## config.mk

```make
export PLATFORM = sky130hd
export DESIGN_NAME = midi_sysex_7bit_unpack
export DESIGN_NICKNAME = d
export VERILOG_FILES = /design/src/msx7_pkg.sv /design/src/midi_sysex_7bit_unpack.sv /design/src/msx7_in_stage.sv /design/src/msx7_decode.sv
export SDC_FILE = /design/constraint.sdc
export NUM_CORES = 1
export LEC_CHECK = 0
export ABC_AREA = 0
export BUFFER_PORTS_ARGS = -buffer_cell sky130_fd_sc_hd__buf_2
export CORE_MARGIN = 1.5
export CORE_UTILIZATION = 40
export DETAILED_ROUTE_END_ITERATION = 16
export GPL_ROUTABILITY_DRIVEN = 0
export GPL_TIMING_DRIVEN = 0
export SYNTH_ARGS = -nofsm -noshare
export SYNTH_HDL_FRONTEND = slang
export SYNTH_HIERARCHICAL = 1
export SYNTH_SLANG_ARGS = --single-unit
```

## constraint.sdc

```tcl
create_clock -name clk -period 2.77 [get_ports clk]
set_clock_uncertainty 0.2 [all_clocks]
set_input_delay 0.554 -clock clk [delete_from_list [all_inputs] [get_ports clk]]
set_output_delay 0.554 -clock clk [all_outputs]
set_load 0.05 [all_outputs]
```

## src/msx7_pkg.sv

```systemverilog
// Shared types and constants for the SysEx 7-bit unpacker.
// Holds the input and result transaction structs and the event codes.
// No dependencies.
package msx7_pkg;

    localparam logic [7:0] REALTIME_MIN = 8'hF8;
    localparam logic [7:0] END_OF_EX    = 8'hF7;

    localparam int SUM_W      = 16;
    localparam int CHECKSUM_W = 14;

    localparam logic [1:0] EV_PAYLOAD = 2'd0;
    localparam logic [1:0] EV_END     = 2'd1;
    localparam logic [1:0] EV_ABORT   = 2'd2;

    typedef struct packed {
        logic [7:0] midi_byte;
        logic       frame_start;
        logic       payload_last;
    } in_item_t;

    typedef struct packed {
        logic                  data_valid;
        logic [7:0]            data_byte;
        logic [1:0]            event_code;
        logic                  checksum_valid;
        logic [CHECKSUM_W-1:0] checksum;
    } out_item_t;

endpackage

```

## src/midi_sysex_7bit_unpack.sv

```systemverilog
// Top level of the SysEx 8-to-7 bit unpacker: input register feeding the decoder.
// Depends on msx7_pkg, msx7_in_stage and msx7_decode.
//
// Accepts one MIDI byte per cycle while in_stall is low and returns at most
// one result per byte: the byte passes the input register, is decoded
// against the group position, top-bit and checksum registers, and lands in the
// result register. Realtime bytes (0xF8 and up) take their cycle and give no
// result. Status byte 0xF7 reports end of message, any other status byte an
// abort; both clear the decoder. The input register lets a new byte enter
// while a finished result waits; throughput stays one byte per cycle as long
// as the output is not stalled.
module midi_sysex_7bit_unpack
    import msx7_pkg::*;
(
    input  logic      clk,
    input  logic      rst_n,
    input  logic      in_valid,
    output logic      in_stall,
    input  in_item_t  in_item,
    output logic      out_valid,
    input  logic      out_stall,
    output out_item_t out_item
);

    logic     stage_valid;
    logic     stage_take;
    in_item_t stage_item;

    msx7_in_stage u_in_stage (
        .clk         (clk),
        .rst_n       (rst_n),
        .in_valid    (in_valid),
        .in_stall    (in_stall),
        .in_item     (in_item),
        .stage_valid (stage_valid),
        .stage_item  (stage_item),
        .stage_take  (stage_take)
    );

    msx7_decode u_decode (
        .clk         (clk),
        .rst_n       (rst_n),
        .stage_valid (stage_valid),
        .stage_item  (stage_item),
        .stage_take  (stage_take),
        .out_valid   (out_valid),
        .out_stall   (out_stall),
        .out_item    (out_item)
    );

endmodule

```

## src/msx7_in_stage.sv

```systemverilog
// Input register of the SysEx 7-bit unpacker.
// Captures one input transaction and holds it until the decoder takes it.
// Depends on msx7_pkg.
module msx7_in_stage
    import msx7_pkg::*;
(
    input  logic     clk,
    input  logic     rst_n,
    input  logic     in_valid,
    output logic     in_stall,
    input  in_item_t in_item,
    output logic     stage_valid,
    output in_item_t stage_item,
    input  logic     stage_take
);

    logic     valid_reg;
    logic     valid_next;
    in_item_t item_reg;

    // Hold while the decoder cannot take the registered transaction.
    assign in_stall   = valid_reg && !stage_take;
    assign valid_next = in_stall ? valid_reg : in_valid;

    always_ff @(posedge clk or negedge rst_n)
    begin
        if (!rst_n)
        begin
            valid_reg <= 1'b0;
        end
        else
        begin
            valid_reg <= valid_next;
        end
    end

    always_ff @(posedge clk)
    begin
        if (in_valid && !in_stall)
        begin
            item_reg <= in_item;
        end
    end

    assign stage_valid = valid_reg;
    assign stage_item  = item_reg;

endmodule

```

## src/msx7_decode.sv

```systemverilog
// Decoder state and result register of the SysEx 7-bit unpacker.
// Restores bit 7 of payload bytes, keeps the running checksum, flags status bytes.
// Depends on msx7_pkg.
module msx7_decode
    import msx7_pkg::*;
(
    input  logic      clk,
    input  logic      rst_n,
    input  logic      stage_valid,
    input  in_item_t  stage_item,
    output logic      stage_take,
    output logic      out_valid,
    input  logic      out_stall,
    output out_item_t out_item
);

    logic [2:0]       group_pos_reg;
    logic [2:0]       group_pos_next;
    logic [7:0]       top_bits_reg;
    logic [7:0]       top_bits_next;
    logic [SUM_W-1:0] sum_reg;
    logic [SUM_W-1:0] sum_next;
    logic             out_valid_reg;
    logic             out_valid_next;
    out_item_t        out_item_reg;
    out_item_t        result;
    logic             has_result;

    logic [2:0]       pos_eff;
    logic [7:0]       top_eff;
    logic [SUM_W-1:0] sum_eff;
    logic [SUM_W-1:0] sum_add;
    logic [7:0]       b;
    logic             last;

    // Advance when the result register is empty or being drained.
    assign stage_take = stage_valid && (!out_valid_reg || !out_stall);

    assign b       = stage_item.midi_byte;
    assign last    = stage_item.payload_last;
    assign pos_eff = stage_item.frame_start ? 3'd0 : group_pos_reg;
    assign top_eff = stage_item.frame_start ? 8'd0 : top_bits_reg;
    assign sum_eff = stage_item.frame_start ? '0 : sum_reg;
    assign sum_add = sum_eff + {{(SUM_W-8){1'b0}}, b};

    always_comb
    begin
        group_pos_next = pos_eff;
        top_bits_next  = top_eff;
        sum_next       = sum_eff;
        has_result     = 1'b0;
        result         = '0;
        if (b >= REALTIME_MIN)
        begin
            // Drop realtime bytes; a frame start still clears.
            has_result = 1'b0;
        end
        else if (b[7])
        begin
            has_result        = 1'b1;
            result.event_code = (b == END_OF_EX) ? EV_END : EV_ABORT;
            group_pos_next    = 3'd0;
            top_bits_next     = 8'd0;
            sum_next          = '0;
        end
        else
        begin
            has_result            = 1'b1;
            result.event_code     = EV_PAYLOAD;
            sum_next              = sum_add;
            if (pos_eff == 3'd0)
            begin
                top_bits_next = {b[6:0], 1'b0};
            end
            else
            begin
                result.data_valid = 1'b1;
                result.data_byte  = {top_eff[7], b[6:0]};
                top_bits_next     = {top_eff[6:0], 1'b0};
            end
            group_pos_next        = pos_eff + 3'd1;
            result.checksum_valid = last;
            result.checksum       = last ? sum_add[CHECKSUM_W-1:0] : '0;
            if (last)
            begin
                group_pos_next = 3'd0;
                top_bits_next  = 8'd0;
                sum_next       = '0;
            end
        end
    end

    always_comb
    begin
        if (stage_take)
        begin
            out_valid_next = has_result;
        end
        else if (out_stall)
        begin
            out_valid_next = out_valid_reg;
        end
        else
        begin
            out_valid_next = 1'b0;
        end
    end

    always_ff @(posedge clk or negedge rst_n)
    begin
        if (!rst_n)
        begin
            group_pos_reg <= 3'd0;
            top_bits_reg  <= 8'd0;
            sum_reg       <= '0;
            out_valid_reg <= 1'b0;
        end
        else
        begin
            out_valid_reg <= out_valid_next;
            if (stage_take)
            begin
                group_pos_reg <= group_pos_next;
                top_bits_reg  <= top_bits_next;
                sum_reg       <= sum_next;
            end
        end
    end

    always_ff @(posedge clk)
    begin
        if (stage_take && has_result)
        begin
            out_item_reg <= result;
        end
    end

    assign out_valid = out_valid_reg;
    assign out_item  = out_item_reg;

endmodule

```

After elaboration in Yosys (flattened, before gate mapping)
Index checks and enable logic that the tools add are counted.
{ "word_totals": {"reg_bits": 65, "input_bits": 14, "out_inout_bits": 28, "word_cells": 52} }
{ "classes": {"addsub": 2, "order_cmp": 1, "n_eq_ne": 2, "n_mux": 18, "bitwise_logic": 2, "n_reduce_logical": 14} }
{ "ops": {"columns": ["op", "count"], "rows": [
  ["16-bit two-way mux", 4],
  ["8-bit two-way mux", 5],
  ["16-bit by 8-bit adder with 16-bit output", 1],
  ["3-bit two-way mux", 4],
  ["9-bit two-way mux", 1],
  ["8-bit == test, second input constant", 1],
  ["8-bit >= comparator, second input constant", 1],
  ["3-bit OR reduction", 2],
  ["1-bit logical AND", 4],
  ["1-bit logical NOT", 4],
  ["2-bit OR reduction", 2],
  ["3-bit by 1-bit adder with 3-bit output, second input constant", 1],
  ["3-bit logical NOT", 1],
  ["1-bit two-way mux", 3],
  ["2-bit two-way mux", 1],
  ["2-bit by 1-bit inequality test with 1-bit output, second input constant", 1],
  ["1-bit inverter", 2],
  ["1-bit logical OR", 1]
]} }

Longest topological paths before layout
{ "logic_depth": {"ltp_word": 7, "ltp_mapped": 10, "depth_no_buf": 8} }

By module
The synthesis kept the hierarchy.
{ "by_module_without_submodules": {"columns": ["module", "n_inst", "cells_each", "area_per_inst_um2", "seq_area_each_um2"], "rows": [
  ["msx7_decode", 1, 256, 2725.1, 1431.4],
  ["msx7_in_stage", 1, 15, 357.8, 325.3]
]} }

Worst setup path after synthesis
Ideal clock, no wire load.
{ "synth_path": {"kind": "register -> register", "startpoint": "reg u_in_stage.item_reg, in the netlist u_in_stage/stage_item[1]", "endpoint": "reg u_decode.out_item_reg, in the netlist u_decode/out_item[8] (data pin)", "setup_time_ns": 0.256, "arrival_time_ns": 2.212, "required_ns": 2.314, "path_slack_ns": 0.102, "path_stages_with_launch": 11, "n_path_buf": 2, "synth_period_minus_slack_ns": 2.668, "path_cell_list": "edfxtp_1 buf_2 clkbuf_1 nor2b_1 ha_1 fa_1 a21oi_2 o21ai_2 a41oi_4 xor2_1 nor2_1"} }
{ "synth_via": {"elab_chain_cells": 2} }
{ "synth_lines": {"columns": ["element", "line_no", "text"], "rows": [
  ["from (decl)", "msx7_in_stage.sv:19", "in_item_t item_reg;"],
  ["from (signal assigned)", "msx7_in_stage.sv:41", "item_reg <= in_item;"],
  ["16-bit two-way mux", "msx7_decode.sv:43", "assign sum_eff = stage_item.frame_start ? '0 : sum_reg;"],
  ["16-bit by 8-bit adder with 16-bit output", "msx7_decode.sv:44", "assign sum_add = sum_eff + {{(SUM_W-8){1'b0}}, b};"],
  ["to (signal assigned)", "msx7_decode.sv:134", "out_item_reg <= result;"],
  ["to (decl)", "msx7_decode.sv:25", "out_item_t out_item_reg;"]
]} }
Every way passes these cells.
A chain may end at the register's enable or synchronous reset.

Worst setup path after layout
Ends and elaborated chain as after synthesis.

==> impl_metrics.prom <==
# TYPE chip_impl_metric gauge
chip_impl_metric{name="ctsLongestPathBuffers",unit=""} 2
chip_impl_metric{name="routed_wirelength",unit="um"} 6510
chip_impl_metric{name="synth-edff-count",unit=""} 36
chip_impl_metric{name="antenna_found_initial",unit=""} 0
chip_impl_metric{name="total_congestion_overflow",unit=""} 0
chip_impl_info{name="setup.worst_path.end_class",value="flip-flop"} 1
chip_impl_metric{name="largest_register_ff_count",unit=""} 26
chip_impl_info{name="yosysTopAreaCell",value="sky130_fd_sc_hd__edfxtp_1"} 1
chip_impl_metric{name="setup_viol_count_final",unit=""} 0
chip_impl_metric{name="synth-seq-area-share",unit="%"} 57.0
chip_impl_metric{name="worst_hold_slack",unit="ns"} 0.0270
chip_impl_metric{name="diodes",unit=""} 0
chip_impl_metric{name="ir_drop_worst_case_vdd",unit="mV"} 0.367
chip_impl_metric{name="grt_max_degree",unit=""} 28
chip_impl_info{name="clk_root_buffer_cell",value="sky130_fd_sc_hd__clkbuf_8"} 1
chip_impl_metric{name="grt_util_all_layers",unit="%"} 17.3
chip_impl_metric{name="die_h",unit="um"} 90.8
chip_impl_metric{name="drc",unit=""} 0
chip_impl_metric{name="placed_cells_incl_taps",unit=""} 412
chip_impl_metric{name="post-route-worst-setup-slack",unit="ns"} 0.164
chip_impl_info{name="cts_tree",value="done"} 1
chip_impl_metric{name="number_of_buffer_cells_added_on_primary_ports",unit=""} 41
chip_impl_metric{name="final.period_utilization",unit="%"} 94.1
chip_impl_metric{name="critical_path_peak_fanout",unit=""} 18
chip_impl_metric{name="vias_in_the_first_global_route",unit=""} 2205
chip_impl_metric{name="report.final.hold_viol_count",unit=""} 0
chip_impl_info{name="run_status",value="complete, no violations"} 1
chip_impl_metric{name="layout-drive-gt1-share",unit="%"} 24.4
chip_impl_metric{name="route.detailed.vias_per_inst",unit=""} 5.24
chip_impl_info{name="setup.worst_path.class",value="reg2reg"} 1
chip_impl_metric{name="max_cap_violations",unit=""} 0
chip_impl_metric{name="vias",unit=""} 2237
chip_impl_metric{name="grt_pass1_wl",unit="um"} 10900
chip_impl_metric{name="floorplan.rows",unit=""} 31
chip_impl_metric{name="place_worst_setup_slack",unit="ns"} -0.312
chip_impl_metric{name="cts_hold_repair.buffers",unit=""} 0
chip_impl_info{name="grt_setup_unrepaired",value="no"} 1
chip_impl_metric{name="net_count_synth",unit=""} 296
chip_impl_metric{name="die_w",unit="um"} 90.8
chip_impl_metric{name="static-leakage-power",unit="nW"} 1.53
chip_impl_metric{name="max_freq",unit="MHz"} 384
chip_impl_info{name="timing.hold.worst.class",value="in2async"} 1
chip_impl_metric{name="die-area",unit="mm^2"} 0.00824
chip_impl_info{name="synthFlopType",value="sky130_fd_sc_hd__edfxtp_1"} 1
chip_impl_metric{name="clk_pin_slew_worst_paths",unit="ns"} 0.07
chip_impl_metric{name="mappedNetlistArea",unit="mm^2"} 0.00308
chip_impl_metric{name="synthCells",unit=""} 271
chip_impl_metric{name="yosys.cell_types.count",unit=""} 53
chip_impl_metric{name="placeableCoreArea",unit="mm^2"} 0.00737
chip_impl_metric{name="powerDensity",unit="mW/mm^2"} 717
chip_impl_metric{name="detail_route.iter0.violations",unit=""} 158
chip_impl_metric{name="areaGrowthSynthToFinish",unit="%"} 17.7
chip_impl_metric{name="clkLatencyLatePin",unit="ns"} 0.35
chip_impl_metric{name="antenna_violating_nets_post_route",unit=""} 0
chip_impl_metric{name="hpwl",unit="um"} 4490
chip_impl_metric{name="utilization",unit="%"} 49.3
chip_impl_metric{name="post-route-min-period",unit="ns"} 2.61
chip_impl_metric{name="synth_top_area_share",unit="%"} 35.1
chip_impl_metric{name="number_of_detailed_routing_iterations_run_before_antenna_repair",unit=""} 4
chip_impl_metric{name="sum_of_negative_setup_slack",unit="ns"} 0
chip_impl_metric{name="synth_async_sr_flop_share",unit="%"} 42.9
chip_impl_metric{name="worstPathRequired",unit="ns"} 2.66
chip_impl_metric{name="tightestPinTransition",unit="ns"} 0.805
chip_impl_metric{name="report.final.slew_viol_count",unit=""} 0
chip_impl_info{name="launching_element_type_of_the_critical_path",value="flip-flop"} 1
chip_impl_metric{name="yosys_warning_total",unit=""} 6
chip_impl_metric{name="cts_setup_buffers",unit=""} 0
chip_impl_metric{name="clock_tree.htree_level_count",unit=""} 3
chip_impl_info{name="layout.cells.most_common",value="sky130_fd_sc_hd__buf_2"} 1
chip_impl_metric{name="ios",unit=""} 42
chip_impl_metric{name="max-slew-margin-rel",unit="%"} 45.9
chip_impl_info{name="mostFrequentLayoutCells",value="sky130_fd_sc_hd__buf_2, sky130_fd_sc_hd__edfxtp_1, sky130_fd_sc_hd__nand2_1"} 1
chip_impl_metric{name="detail_route.wl_per_cell",unit="um"} 15.3
chip_impl_metric{name="starting_density",unit="%"} 41.8
chip_impl_metric{name="cts.sink_count",unit=""} 63
chip_impl_metric{name="yosys_register_bits",unit=""} 63
chip_impl_metric{name="cts_made_buffers",unit=""} 9
chip_impl_metric{name="layoutNonFillerInstCount",unit=""} 427
chip_impl_metric{name="critical_path_arrival",unit="ns"} 2.50
chip_impl_info{name="post_synth_main_area_contributors",value="sky130_fd_sc_hd__edfxtp_1, sky130_fd_sc_hd__dfrtp_1, sky130_fd_sc_hd__ha_1, sky130_fd_sc_hd__nand2_1, sky130_fd_sc_hd__o21ai_0"} 1
chip_impl_metric{name="finish.net_count",unit=""} 348
chip_impl_metric{name="synth_area_per_cell",unit="um^2"} 11.4
-- per-layer routing --
layer	track usage [%]	vias up	part of all wire [%]
met5	0	-	0
met4	8.85	0	2.3
met3	3.62	13	4.3
met2	25.9	64	44
met1	23.5	1074	49
li1	-	1086	-
-- report_power, final --
group / total, W / leakage (nW) / switching, W / internal [W]
registers: 0.00118 / 0.722 / 0.0000554 / 0.00112
logic: 0.000635 / 0.707 / 0.000459 / 0.000176
clock network: 0.000789 / 0.0992 / 0.000373 / 0.000416
-- final cells by class --
| cell class | instances | area, um^2 |
|---|---|---|
| tap | 99 | 124 |
| sequential | 63 | 1760 |
| fill | 681 | 3740 |
| clock inverter | 7 | 73.8 |
| buffer | 6 | 40.0 |
| multi-input combinational | 188 | 1240 |
| timing repair buffer | 42 | 220 |
| inverter | 13 | 48.8 |
| clock buffer | 9 | 124 |
-- metrics by stage --
step	instance area [um^2]	total power [W]
floorplan	3080	0.00167
global placement	3410	0.00182
detailed placement	3430	0.00183
CTS	3630	0.00262
global route	3630	0.00272
finish	3630	0.00260
-- worst max-delay path, cell delays in order (launching register included) --
cell and delay [ns]:
sky130_fd_sc_hd__edfxtp_1 0.35, sky130_fd_sc_hd__buf_6 0.19, sky130_fd_sc_hd__nor2b_1 0.08, sky130_fd_sc_hd__ha_1 0.21, sky130_fd_sc_hd__fa_1 0.43, sky130_fd_sc_hd__a21oi_2 0.21, sky130_fd_sc_hd__o21ai_2 0.12, sky130_fd_sc_hd__a41oi_4 0.29
sky130_fd_sc_hd__xor2_1 0.19, sky130_fd_sc_hd__nor2_1 0.07
-- cell usage after synthesis (all sizes together), types with 2 or more instances --
| master | count |
|---|---|
| edfxtp | 36 |
| nand2 | 31 |
| dfrtp | 27 |
| o21ai | 24 |
| nor2 | 18 |
| a21oi | 14 |
| inv | 13 |
| and2 | 10 |
| ha | 10 |
| nor2b | 10 |
| a22oi | 7 |
| nand3 | 7 |
| nor3 | 6 |
| buf | 5 |
| a22o | 4 |
| nand2b | 4 |
| nand4 | 4 |
| xor2 | 4 |
| and3 | 3 |
| o211ai | 3 |
| xnor2 | 3 |
| a21boi | 2 |
| a21o | 2 |
| a31oi | 2 |
| clkbuf | 2 |
| nor3b | 2 |
| o21ba | 2 |
| o21bai | 2 |
| o31ai | 2 |
| o32ai | 2 |
-- cell families after synthesis --
logic type	share of synthesized area (%)
flip-flops	57.0
AO/OA/AOI/OAI	16.5
buffers and inverters	2.80
adder cells (fa/ha/maj)	4.71
XOR/XNOR	1.99
AND/OR/NAND/NOR	17.0
-- repair_timing --
| item | CTS | global route |
|---|---|---|
| gates resized for setup | 1 | 1 |
| pin swaps | 0 | 2 |
| cloned | 0 | 0 |
| setup endpoints to repair | 13 | 3 |
-- worst paths after layout --
path | slack [ns] | cells past startpoint | startpoint | endpoint
hold / removal | 0.03 | 1 | rst_n | u_decode/sum_reg[11]$_DFFE_PN0P_
hold reg to reg | 0.28 | 2 | u_decode/sum_reg[4]$_DFFE_PN0P_ | u_decode/sum_reg[4]$_DFFE_PN0P_
setup reg to reg | 0.16 | 9 | u_in_stage/stage_item[1]$_DFFE_PP_ | u_decode/out_item[8]$_SDFFCE_PP0P_
setup / recovery | 0.16 | 9 | u_in_stage/stage_item[1]$_DFFE_PP_ | u_decode/out_item[8]$_SDFFCE_PP0P_
min in group clk | 0.18 | 1 | in_item[9] | u_in_stage/stage_item[9]$_DFFE_PP_
max in group asynchronous | 1.91 | 1 | rst_n | u_decode/sum_reg[10]$_DFFE_PN0P_
Power figures use the tool's default switching activity.
